`src/rtl/core/audio_frame_header_sync_parser_top_assert.svh`:
```
`ifndef AUDIO_FRAME_HEADER_SYNC_PARSER_TOP_ASSERT_SVH
`define AUDIO_FRAME_HEADER_SYNC_PARSER_TOP_ASSERT_SVH

// invariant checked on every clock edge out of reset
`define AFHS_ASSERT_ALWAYS(lbl, cond, msg) \
    lbl: assert property (@(posedge i_clk) disable iff (!i_rst_n) (cond)) \
        else $error(msg);

// cause on one edge, effect on the next
`define AFHS_ASSERT_NEXT(lbl, cause, effect, msg) \
    lbl: assert property (@(posedge i_clk) disable iff (!i_rst_n) \
        (cause) |=> (effect)) else $error(msg);

`endif

```
`src/rtl/core/afhs_pkg.sv`:
```
package afhs_pkg;

    localparam logic [7:0]  SYNC_HI         = 8'h7F;
    localparam logic [7:0]  SYNC_LO         = 8'hFF;
    localparam logic [3:0]  MAX_RATE        = 4'd12;
    localparam logic [2:0]  HDR_BYTES       = 3'd6;
    localparam logic [14:0] HDR_BYTES_CNT   = 15'd6;
    localparam int          WIN_W           = 40;
    localparam int          OUT_DATA_W      = 48;

    typedef enum logic [1:0] {
        PH_HUNT,
        PH_HEADER,
        PH_BODY,
        PH_CHECK
    } t_phase;

    typedef struct packed {
        logic        header_type;
        logic [14:0] frame_bytes;
        logic [3:0]  blocks_per_frame;
        logic [3:0]  rate_index;
        logic [6:0]  normal_channels;
        logic [1:0]  lfe_channels;
        logic        aux_config;
        logic        use_sum_diff;
        logic        use_joint_intensity;
        logic [5:0]  joint_bands;
    } t_hdr;

    typedef struct packed {
        logic valid;
        logic frame_ok;
        t_hdr hdr;
    } t_result;

endpackage

```
`src/rtl/core/afhs_in_stage.sv`:
```
module afhs_in_stage
    import afhs_pkg::*;
(
    input  logic       i_clk,
    input  logic       i_rst_n,
    input  logic       i_valid,
    input  logic [7:0] i_data,
    output logic       o_ready,
    input  logic       i_take,
    output logic       o_valid,
    output logic [7:0] o_data
);

    logic       r_valid;
    logic [7:0] r_data;

    assign o_ready = !r_valid || i_take;
    assign o_valid = r_valid;
    assign o_data  = r_data;

    always_ff @(posedge i_clk) begin
        if (!i_rst_n) begin
            r_valid <= 1'b0;
        end else if (i_valid && o_ready) begin
            r_valid <= 1'b1;
        end else if (i_take) begin
            r_valid <= 1'b0;
        end
    end

    always_ff @(posedge i_clk) begin
        if (i_valid && o_ready) begin
            r_data <= i_data;
        end
    end

endmodule

```
`src/rtl/core/afhs_parser.sv`:
```
`include "audio_frame_header_sync_parser_top_assert.svh"

module afhs_parser
    import afhs_pkg::*;
(
    input  logic       i_clk,
    input  logic       i_rst_n,
    input  logic       i_fire,
    input  logic [7:0] i_byte,
    output t_result    o_res
);

    t_phase             r_phase, n_phase;
    logic [WIN_W-1:0]   r_win, n_win;
    logic [2:0]         r_fill, n_fill;
    logic [14:0]        r_count, n_count;
    t_hdr               r_held, n_held;
    logic [7:0]         r_prev;

    logic [WIN_W-1:0]   w_shift;
    logic [2:0]         w_fill_inc;
    logic               w_full;
    t_hdr               w_hdr;
    logic               w_hdr_good;
    logic               w_resync;
    logic [2:0]         w_keep;
    logic               w_body_done;

    function automatic t_hdr decode_hdr(input logic [31:0] w);
        t_hdr h;
        h = '0;
        h.header_type = w[31];
        if (!w[31]) begin
            h.frame_bytes      = {3'b000, w[30:21], 2'b00};
            h.blocks_per_frame = 4'd1 << w[20:19];
            h.rate_index       = w[18:15];
            h.normal_channels  = {4'b0000, w[14:12]} + 7'd1;
            h.lfe_channels     = {1'b0, w[11]};
            h.aux_config       = w[10];
            if (w[14:12] != 3'd0) begin
                h.use_sum_diff        = w[9];
                h.use_joint_intensity = w[8];
                if (w[8]) begin
                    h.joint_bands = {1'b0, w[7:3]} + 6'd1;
                end
            end
        end else begin
            h.frame_bytes      = {w[30:18], 2'b00};
            h.blocks_per_frame = 4'd1 << w[17:16];
            h.rate_index       = w[15:12];
            h.normal_channels  = {1'b0, w[11:6]} + 7'd1;
            h.lfe_channels     = w[5:4];
            h.aux_config       = w[3];
        end
        return h;
    endfunction

    assign w_shift     = {r_win[WIN_W-9:0], i_byte};
    assign w_fill_inc  = (r_fill < HDR_BYTES) ? r_fill + 3'd1 : r_fill;
    assign w_full      = (w_fill_inc >= HDR_BYTES);
    assign w_hdr       = decode_hdr(w_shift[31:0]);
    assign w_hdr_good  = (w_hdr.rate_index <= MAX_RATE) && (w_hdr.frame_bytes >= HDR_BYTES_CNT);
    assign w_body_done = (r_count >= r_held.frame_bytes);

    // rescan bytes 1..5 of the rejected window for a sync pair, earliest first
    always_comb begin
        w_resync = 1'b1;
        if (w_shift[39:32] == SYNC_HI && w_shift[31:24] == SYNC_LO) begin
            w_keep = 3'd5;
        end else if (w_shift[31:24] == SYNC_HI && w_shift[23:16] == SYNC_LO) begin
            w_keep = 3'd4;
        end else if (w_shift[23:16] == SYNC_HI && w_shift[15:8] == SYNC_LO) begin
            w_keep = 3'd3;
        end else if (w_shift[15:8] == SYNC_HI && w_shift[7:0] == SYNC_LO) begin
            w_keep = 3'd2;
        end else begin
            w_keep   = 3'd0;
            w_resync = 1'b0;
        end
    end

    // next state
    always_comb begin
        n_phase = r_phase;
        n_win   = r_win;
        n_fill  = r_fill;
        n_count = r_count;
        n_held  = r_held;
        case (r_phase)
            PH_HUNT: begin
                if (r_prev == SYNC_HI && i_byte == SYNC_LO) begin
                    n_phase = PH_HEADER;
                    n_win   = {{(WIN_W-16){1'b0}}, SYNC_HI, SYNC_LO};
                    n_fill  = 3'd2;
                end
            end
            PH_HEADER: begin
                n_win  = w_shift;
                n_fill = w_fill_inc;
                if (w_full) begin
                    if (w_hdr_good) begin
                        n_held  = w_hdr;
                        n_count = HDR_BYTES_CNT;
                        n_phase = PH_BODY;
                    end else if (w_resync) begin
                        n_fill = w_keep;
                    end else begin
                        n_fill  = 3'd0;
                        n_phase = PH_HUNT;
                    end
                end
            end
            PH_BODY: begin
                if (w_body_done) begin
                    n_phase = (i_byte == SYNC_HI) ? PH_CHECK : PH_HUNT;
                end else begin
                    n_count = r_count + 15'd1;
                end
            end
            PH_CHECK: begin
                if (i_byte == SYNC_LO) begin
                    n_phase = PH_HEADER;
                    n_win   = {{(WIN_W-16){1'b0}}, SYNC_HI, SYNC_LO};
                    n_fill  = 3'd2;
                end else begin
                    n_phase = PH_HUNT;
                end
            end
            default: begin
                n_phase = PH_HUNT;
            end
        endcase
    end

    // result
    always_comb begin
        o_res = '0;
        case (r_phase)
            PH_HEADER: begin
                o_res.valid = i_fire && w_full && !w_hdr_good;
            end
            PH_BODY: begin
                o_res.valid = i_fire && w_body_done && (i_byte != SYNC_HI);
            end
            PH_CHECK: begin
                o_res.valid = i_fire;
                if (i_byte == SYNC_LO) begin
                    o_res.frame_ok = 1'b1;
                    o_res.hdr      = r_held;
                end
            end
            default: begin
                o_res.valid = 1'b0;
            end
        endcase
    end

    always_ff @(posedge i_clk) begin
        if (!i_rst_n) begin
            r_phase <= PH_HUNT;
            r_win   <= '0;
            r_fill  <= '0;
            r_count <= '0;
            r_prev  <= '0;
        end else if (i_fire) begin
            r_phase <= n_phase;
            r_win   <= n_win;
            r_fill  <= n_fill;
            r_count <= n_count;
            r_prev  <= i_byte;
        end
    end

    always_ff @(posedge i_clk) begin
        if (i_fire) begin
            r_held <= n_held;
        end
    end

    `AFHS_ASSERT_ALWAYS(a_fill_max, r_fill <= HDR_BYTES, "window fill above header size")
    `AFHS_ASSERT_ALWAYS(a_fill_header, (r_phase != PH_HEADER) || (r_fill >= 3'd2),
        "header collection without sync bytes")
    `AFHS_ASSERT_ALWAYS(a_count_bound, (r_phase != PH_BODY) || (r_count <= r_held.frame_bytes),
        "frame byte count ran past frame length")
    `AFHS_ASSERT_NEXT(a_good_restart, o_res.valid && o_res.frame_ok,
        r_phase == PH_HEADER && r_fill == 3'd2, "good frame did not restart header")

endmodule

```
`src/rtl/core/afhs_out_stage.sv`:
```
module afhs_out_stage
    import afhs_pkg::*;
(
    input  logic    i_clk,
    input  logic    i_rst_n,
    input  logic    i_load,
    input  t_result i_res,
    input  logic    i_ready,
    output logic    o_free,
    output logic    o_valid,
    output logic    o_frame_ok,
    output t_hdr    o_hdr
);

    logic r_valid;
    logic r_frame_ok;
    t_hdr r_hdr;

    assign o_free     = !r_valid || i_ready;
    assign o_valid    = r_valid;
    assign o_frame_ok = r_frame_ok;
    assign o_hdr      = r_hdr;

    always_ff @(posedge i_clk) begin
        if (!i_rst_n) begin
            r_valid <= 1'b0;
        end else if (i_load) begin
            r_valid <= i_res.valid;
        end else if (i_ready) begin
            r_valid <= 1'b0;
        end
    end

    always_ff @(posedge i_clk) begin
        if (i_load && i_res.valid) begin
            r_frame_ok <= i_res.frame_ok;
            r_hdr      <= i_res.hdr;
        end
    end

endmodule

```
`src/rtl/core/audio_frame_header_sync_parser_top.sv`:
```
// channel   dir  tdata                         tuser
// s (byte)  in   [7:0] data_byte               -
// m (frame) out  header fields, see o_m_tdata  [0] frame_ok
//
// One byte per cycle sustained while the result is not stalled; each byte
// passes the input register, the parser state update and the result register.
// Synchronous active-low reset clears phase, window, fill, count and valids.
// A stalled result holds; the byte behind it waits in the input register.
// Bytes that end no frame decision produce no beat.
module audio_frame_header_sync_parser_top
    import afhs_pkg::*;
(
    input  logic                  i_clk,
    input  logic                  i_rst_n,
    input  logic                  i_s_tvalid,
    output logic                  o_s_tready,
    input  logic [7:0]            i_s_tdata,  // [7:0] data_byte
    output logic                  o_m_tvalid,
    input  logic                  i_m_tready,
    // [0] header_type, [15:1] frame_bytes, [19:16] blocks_per_frame,
    // [23:20] rate_index, [30:24] normal_channels, [32:31] lfe_channels,
    // [33] aux_config, [34] use_sum_diff, [35] use_joint_intensity,
    // [41:36] joint_bands, [47:42] zero
    output logic [OUT_DATA_W-1:0] o_m_tdata,
    output logic                  o_m_tuser   // [0] frame_ok
);

    logic       w_in_valid;
    logic [7:0] w_in_byte;
    logic       w_out_free;
    logic       w_fire;
    t_result    w_res;
    t_hdr       w_hdr;

    assign w_fire = w_in_valid && w_out_free;

    afhs_in_stage u_in (
        .i_clk   (i_clk),
        .i_rst_n (i_rst_n),
        .i_valid (i_s_tvalid),
        .i_data  (i_s_tdata),
        .o_ready (o_s_tready),
        .i_take  (w_fire),
        .o_valid (w_in_valid),
        .o_data  (w_in_byte)
    );

    afhs_parser u_parser (
        .i_clk   (i_clk),
        .i_rst_n (i_rst_n),
        .i_fire  (w_fire),
        .i_byte  (w_in_byte),
        .o_res   (w_res)
    );

    afhs_out_stage u_out (
        .i_clk      (i_clk),
        .i_rst_n    (i_rst_n),
        .i_load     (w_fire),
        .i_res      (w_res),
        .i_ready    (i_m_tready),
        .o_free     (w_out_free),
        .o_valid    (o_m_tvalid),
        .o_frame_ok (o_m_tuser),
        .o_hdr      (w_hdr)
    );

    assign o_m_tdata = {6'b000000,
                        w_hdr.joint_bands,
                        w_hdr.use_joint_intensity,
                        w_hdr.use_sum_diff,
                        w_hdr.aux_config,
                        w_hdr.lfe_channels,
                        w_hdr.normal_channels,
                        w_hdr.rate_index,
                        w_hdr.blocks_per_frame,
                        w_hdr.frame_bytes,
                        w_hdr.header_type};

endmodule
```
`config.mk`:
```
export PLATFORM = sky130hd
export DESIGN_NAME = audio_frame_header_sync_parser_top
export DESIGN_NICKNAME = d
export VERILOG_FILES = /design/src/rtl/core/afhs_pkg.sv /design/src/rtl/core/afhs_in_stage.sv /design/src/rtl/core/afhs_parser.sv /design/src/rtl/core/afhs_out_stage.sv /design/src/rtl/core/audio_frame_header_sync_parser_top.sv
export VERILOG_INCLUDE_DIRS = /design/src /design/src/rtl/core
export SDC_FILE = /design/constraint.sdc
export NUM_CORES = 1
export LEC_CHECK = 0
export ABC_AREA = 1
export BUFFER_PORTS_ARGS = -buffer_cell sky130_fd_sc_hd__buf_2
export CAP_MARGIN = 20
export CELL_PAD_IN_SITES_DETAIL_PLACEMENT = 2
export CELL_PAD_IN_SITES_GLOBAL_PLACEMENT = 2
export CORE_MARGIN = 2
export CORE_UTILIZATION = 37
export CTS_CLUSTER_SIZE = 28
export DETAILED_ROUTE_END_ITERATION = 6
export PLACE_DENSITY_LB_ADDON = 0.3
export SLEW_MARGIN = 20
export SYNTH_ARGS = -nofsm -noshare
export SYNTH_HDL_FRONTEND = slang
export SYNTH_SLANG_ARGS = --single-unit
```
`constraint.sdc`:
```
create_clock -name i_clk -period 6.5 [get_ports i_clk]
set_input_delay 0 -clock i_clk [delete_from_list [all_inputs] [get_ports i_clk]]
set_output_delay 0 -clock i_clk [all_outputs]
set_load 0.03 [all_outputs]
```
==> results_dict.tcl <==
set metrics [dict create \
    die_h_microns 144 \
    internal_power_mw 1.56 \
    hold_depth 3 \
    n_fill_cell 2217 \
    crit_top_cell "nand2_1" \
    r2r_cells 9 \
    cap_viol_max_count 0 \
    max_freq_mhz 356 \
    drive_above_1_share 0.145 \
    synth_warnings 0 \
    ys_types 42 \
    antenna_found_initial 0 \
    clkPwrFrac 0.480 \
    remaining_drc_errors 0 \
    peakVddDrop_v 0.000175 \
    grt_pass1_vias 6541 \
    routed_wl_mm 22.5 \
    boundaryPins 63 \
    setup_viol 0 \
    grt-busiest-layer "met2" \
    cts_inserted_buffers 17 \
    core.rowCount 51 \
    ys_seq_elements 151 \
    fin_crit_ns 2.81 \
    syn_to_final_growth_pct 15.2 \
    drtIter0Drc 282 \
    synth.cell_area_sq_mm 0.00728 \
    ys_seq_area_frac 0.538 \
    fin_worst_skew_ns 0.0118 \
    seqPwrFrac 0.499 \
    worstSetupPathType "register to register" \
    placedInstanceArea_sq_mm 0.00771 \
    power.density_mw_per_mm2 243 \
    path_cells "buf_4 -> inv_8 -> nand2_1 -> o21ai_1 -> nor2_1 -> nand3_2 -> nand2_1 -> nand3_1 -> nand3_4" \
    synthFlopType "edfxtp_1" \
    synthArstFlopShare 0 \
    clock_latency_ns 0.44 \
    dp_cells 1139 \
    cts_tree "built" \
    grt_start_max_net_pins 42 \
    tightest_slew_ns 0.792 \
    start_util 0.375 \
    cp_top_family "simple AND/OR/NAND/NOR gates" \
    p_leak_nw 3.46 \
    dp_hpwl_mm 16.1 \
    fp.coreArea_sq_mm 0.0194 \
    cts_setup_buffers 0 \
    clk_pin_slew_worst_paths_ns 0.07 \
    comb_power_share 0.021 \
    use_met3 0.0480 \
    cts_buffer_depth 2 \
    synth_top_area_cell "edfxtp_1" \
    cp_num_buf_inv 2 \
    yosys-top-cells-count "170 x nand2_1, 144 x nor2_1, 114 x inv_1" \
    fin_cells 1181 \
    die_w_microns 144 \
    report.final.slew_viol_count 0 \
    critPathMaxFanout 41 \
    hold_violations 0 \
    synth_edf_count 89 \
    critPathArrivalTime_ns 2.88 \
    dieArea_sq_mm 0.0208 \
    synth_most_common_cell "nand2_1" \
    cp-start-kind "register" \
    vias 5816 \
    avgSynthCellArea_sq_um 8.62 \
    hp-class "input pin to register" \
    fin_area_sq_mm 0.00838 \
    slowest_stage "nand3_4" \
    wire_per_inst_microns 19.0 \
    root_buffer "clkbuf_16" \
    cts_hold_buf 10 \
    met2_usage 0.401 \
    grt_usage 0.232 \
    grt_overflow 0 \
    final_util 0.432 \
    cts_max_level 4 \
    end_kind "register" \
    final_nets 936 \
    synth_top_area_frac 0.367 \
    finalCritPeriodShare 0.433 \
    crit_required_ns 6.57 \
    use_met1 0.296 \
    cts.sinks 151 \
    n_antenna_cell 0 \
    cts_resized 0 \
    path_depth 9 \
    port_buffers 54 \
    p_switching_uw 480 \
    vias_per_cell 4.92 \
    drtAntennaViolNets 0 \
    relSlewSlack 0.472 \
    synthCells 844 \
    outcome "complete, no violations" \
    ys_top_cells_by_area "edfxtp_1 37%, dfxtp_1 17%, nand2_1 8.8%" \
    whs_ns 0.0822 \
    rsz0062_at_grt "false" \
    dr.pass1.iters 4 \
    gp_congestion 0.857 \
    setup_tns_ns 0 \
    switching_share 0.236 \
    grt_pass1_wl_mm 36.4 \
    max_stage_delay_ns 0.57 \
]
## path summary, 6_finish.rpt
kind         slack, ns                   to          startpoint
min               0.08  u_parser.r_phase[1]             i_rst_n
min reg2reg       0.46   u_parser.r_win[25]  u_parser.r_win[25]
max reg2reg       3.69      u_out.o_hdr[17]  u_parser.r_win[23]
max               3.69      u_out.o_hdr[17]  u_parser.r_win[23]
## worst reg2reg max path: stages (launching register included)
cell,delay (ns)
dfxtp_1,0.34
buf_4,0.37
inv_8,0.14
nand2_1,0.14
o21ai_1,0.12
nor2_1,0.15
nand3_2,0.10
nand2_1,0.21
nand3_1,0.27
nand3_4,0.57
## through the flow
step | setup slack (ns) | total power [mW]
finish | 3.69 | 2.04
global placement | 3.42 | 1.07
floorplan | 1.11 | 1.06
CTS | 3.24 | 2.05
global route | 3.43 | 2.10
detailed placement | 3.26 | 1.07
## logic make-up (layout without fill, tap and decap cells)
kind of cell | Yosys count | count (layout) | share of synthesized area
and+or+nand+nor | 403 | 403 | 0.236
AOI/OAI and AO/OA | 99 | 99 | 0.0753
xor gates and xnor gates | 14 | 14 | 0.0169
DFF | 151 | 151 | 0.538
adders and majority gates | 21 | 21 | 0.0361
buffers and inverters | 155 | 220 | 0.0968
other | 1 | 8 | 0.000515
## flip-flops by register name (all words and copies together), names as in the netlist, 2 cells and up
register and flops:
u_parser.r_phase 2, u_parser.r_fill 3, u_parser.r_count 15, u_parser.r_prev 8, u_parser.r_win 32, u_parser.r_held 40, u_out.o_hdr 40, u_in.o_data 8
## area by class of cell
class                           count  area [sq um]  share of cell area
Inverter                          118           450              0.0537
Multi-Input combinational cell    545          2700               0.322
Tap cell                          265           332              0.0395
Clock buffer                       17           425              0.0507
Sequential cell                   151          3910               0.467
Clock inverter                     15           145              0.0173
Timing Repair Buffer               70           415              0.0495
## layer usage
metal | part of all wire | vias to the layer above
met5 | 0 | -
met4 | 0.015 | 0
met3 | 0.026 | 28
met2 | 0.50 | 86
met1 | 0.45 | 2907
li1 | - | 2795
## power by group through the flow
stage	sequential, mW	combinational (mW)	clock (mW)
floorplan	1.03	0.0294	0
global route	1.02	0.0479	1.03
detailed placement	1.04	0.0380	0
finish	1.02	0.0429	0.978
CTS	1.02	0.0430	0.992
global placement	1.04	0.0355	0
## placed cells by master, fill, tap and decap left out, types with 11 or more instances in the layout
cell	count
nor3_1	15
clkbuf_16	17
inv_1	114
a21oi_2	11
nand3_1	39
edfxtp_1	89
nand2_1	170
ha_1	21
nor2_1	144
buf_2	54
a21oi_1	40
nand2_2	14
dfxtp_1	62
o21ai_0	42
Power figures use the tool's default switching activity.
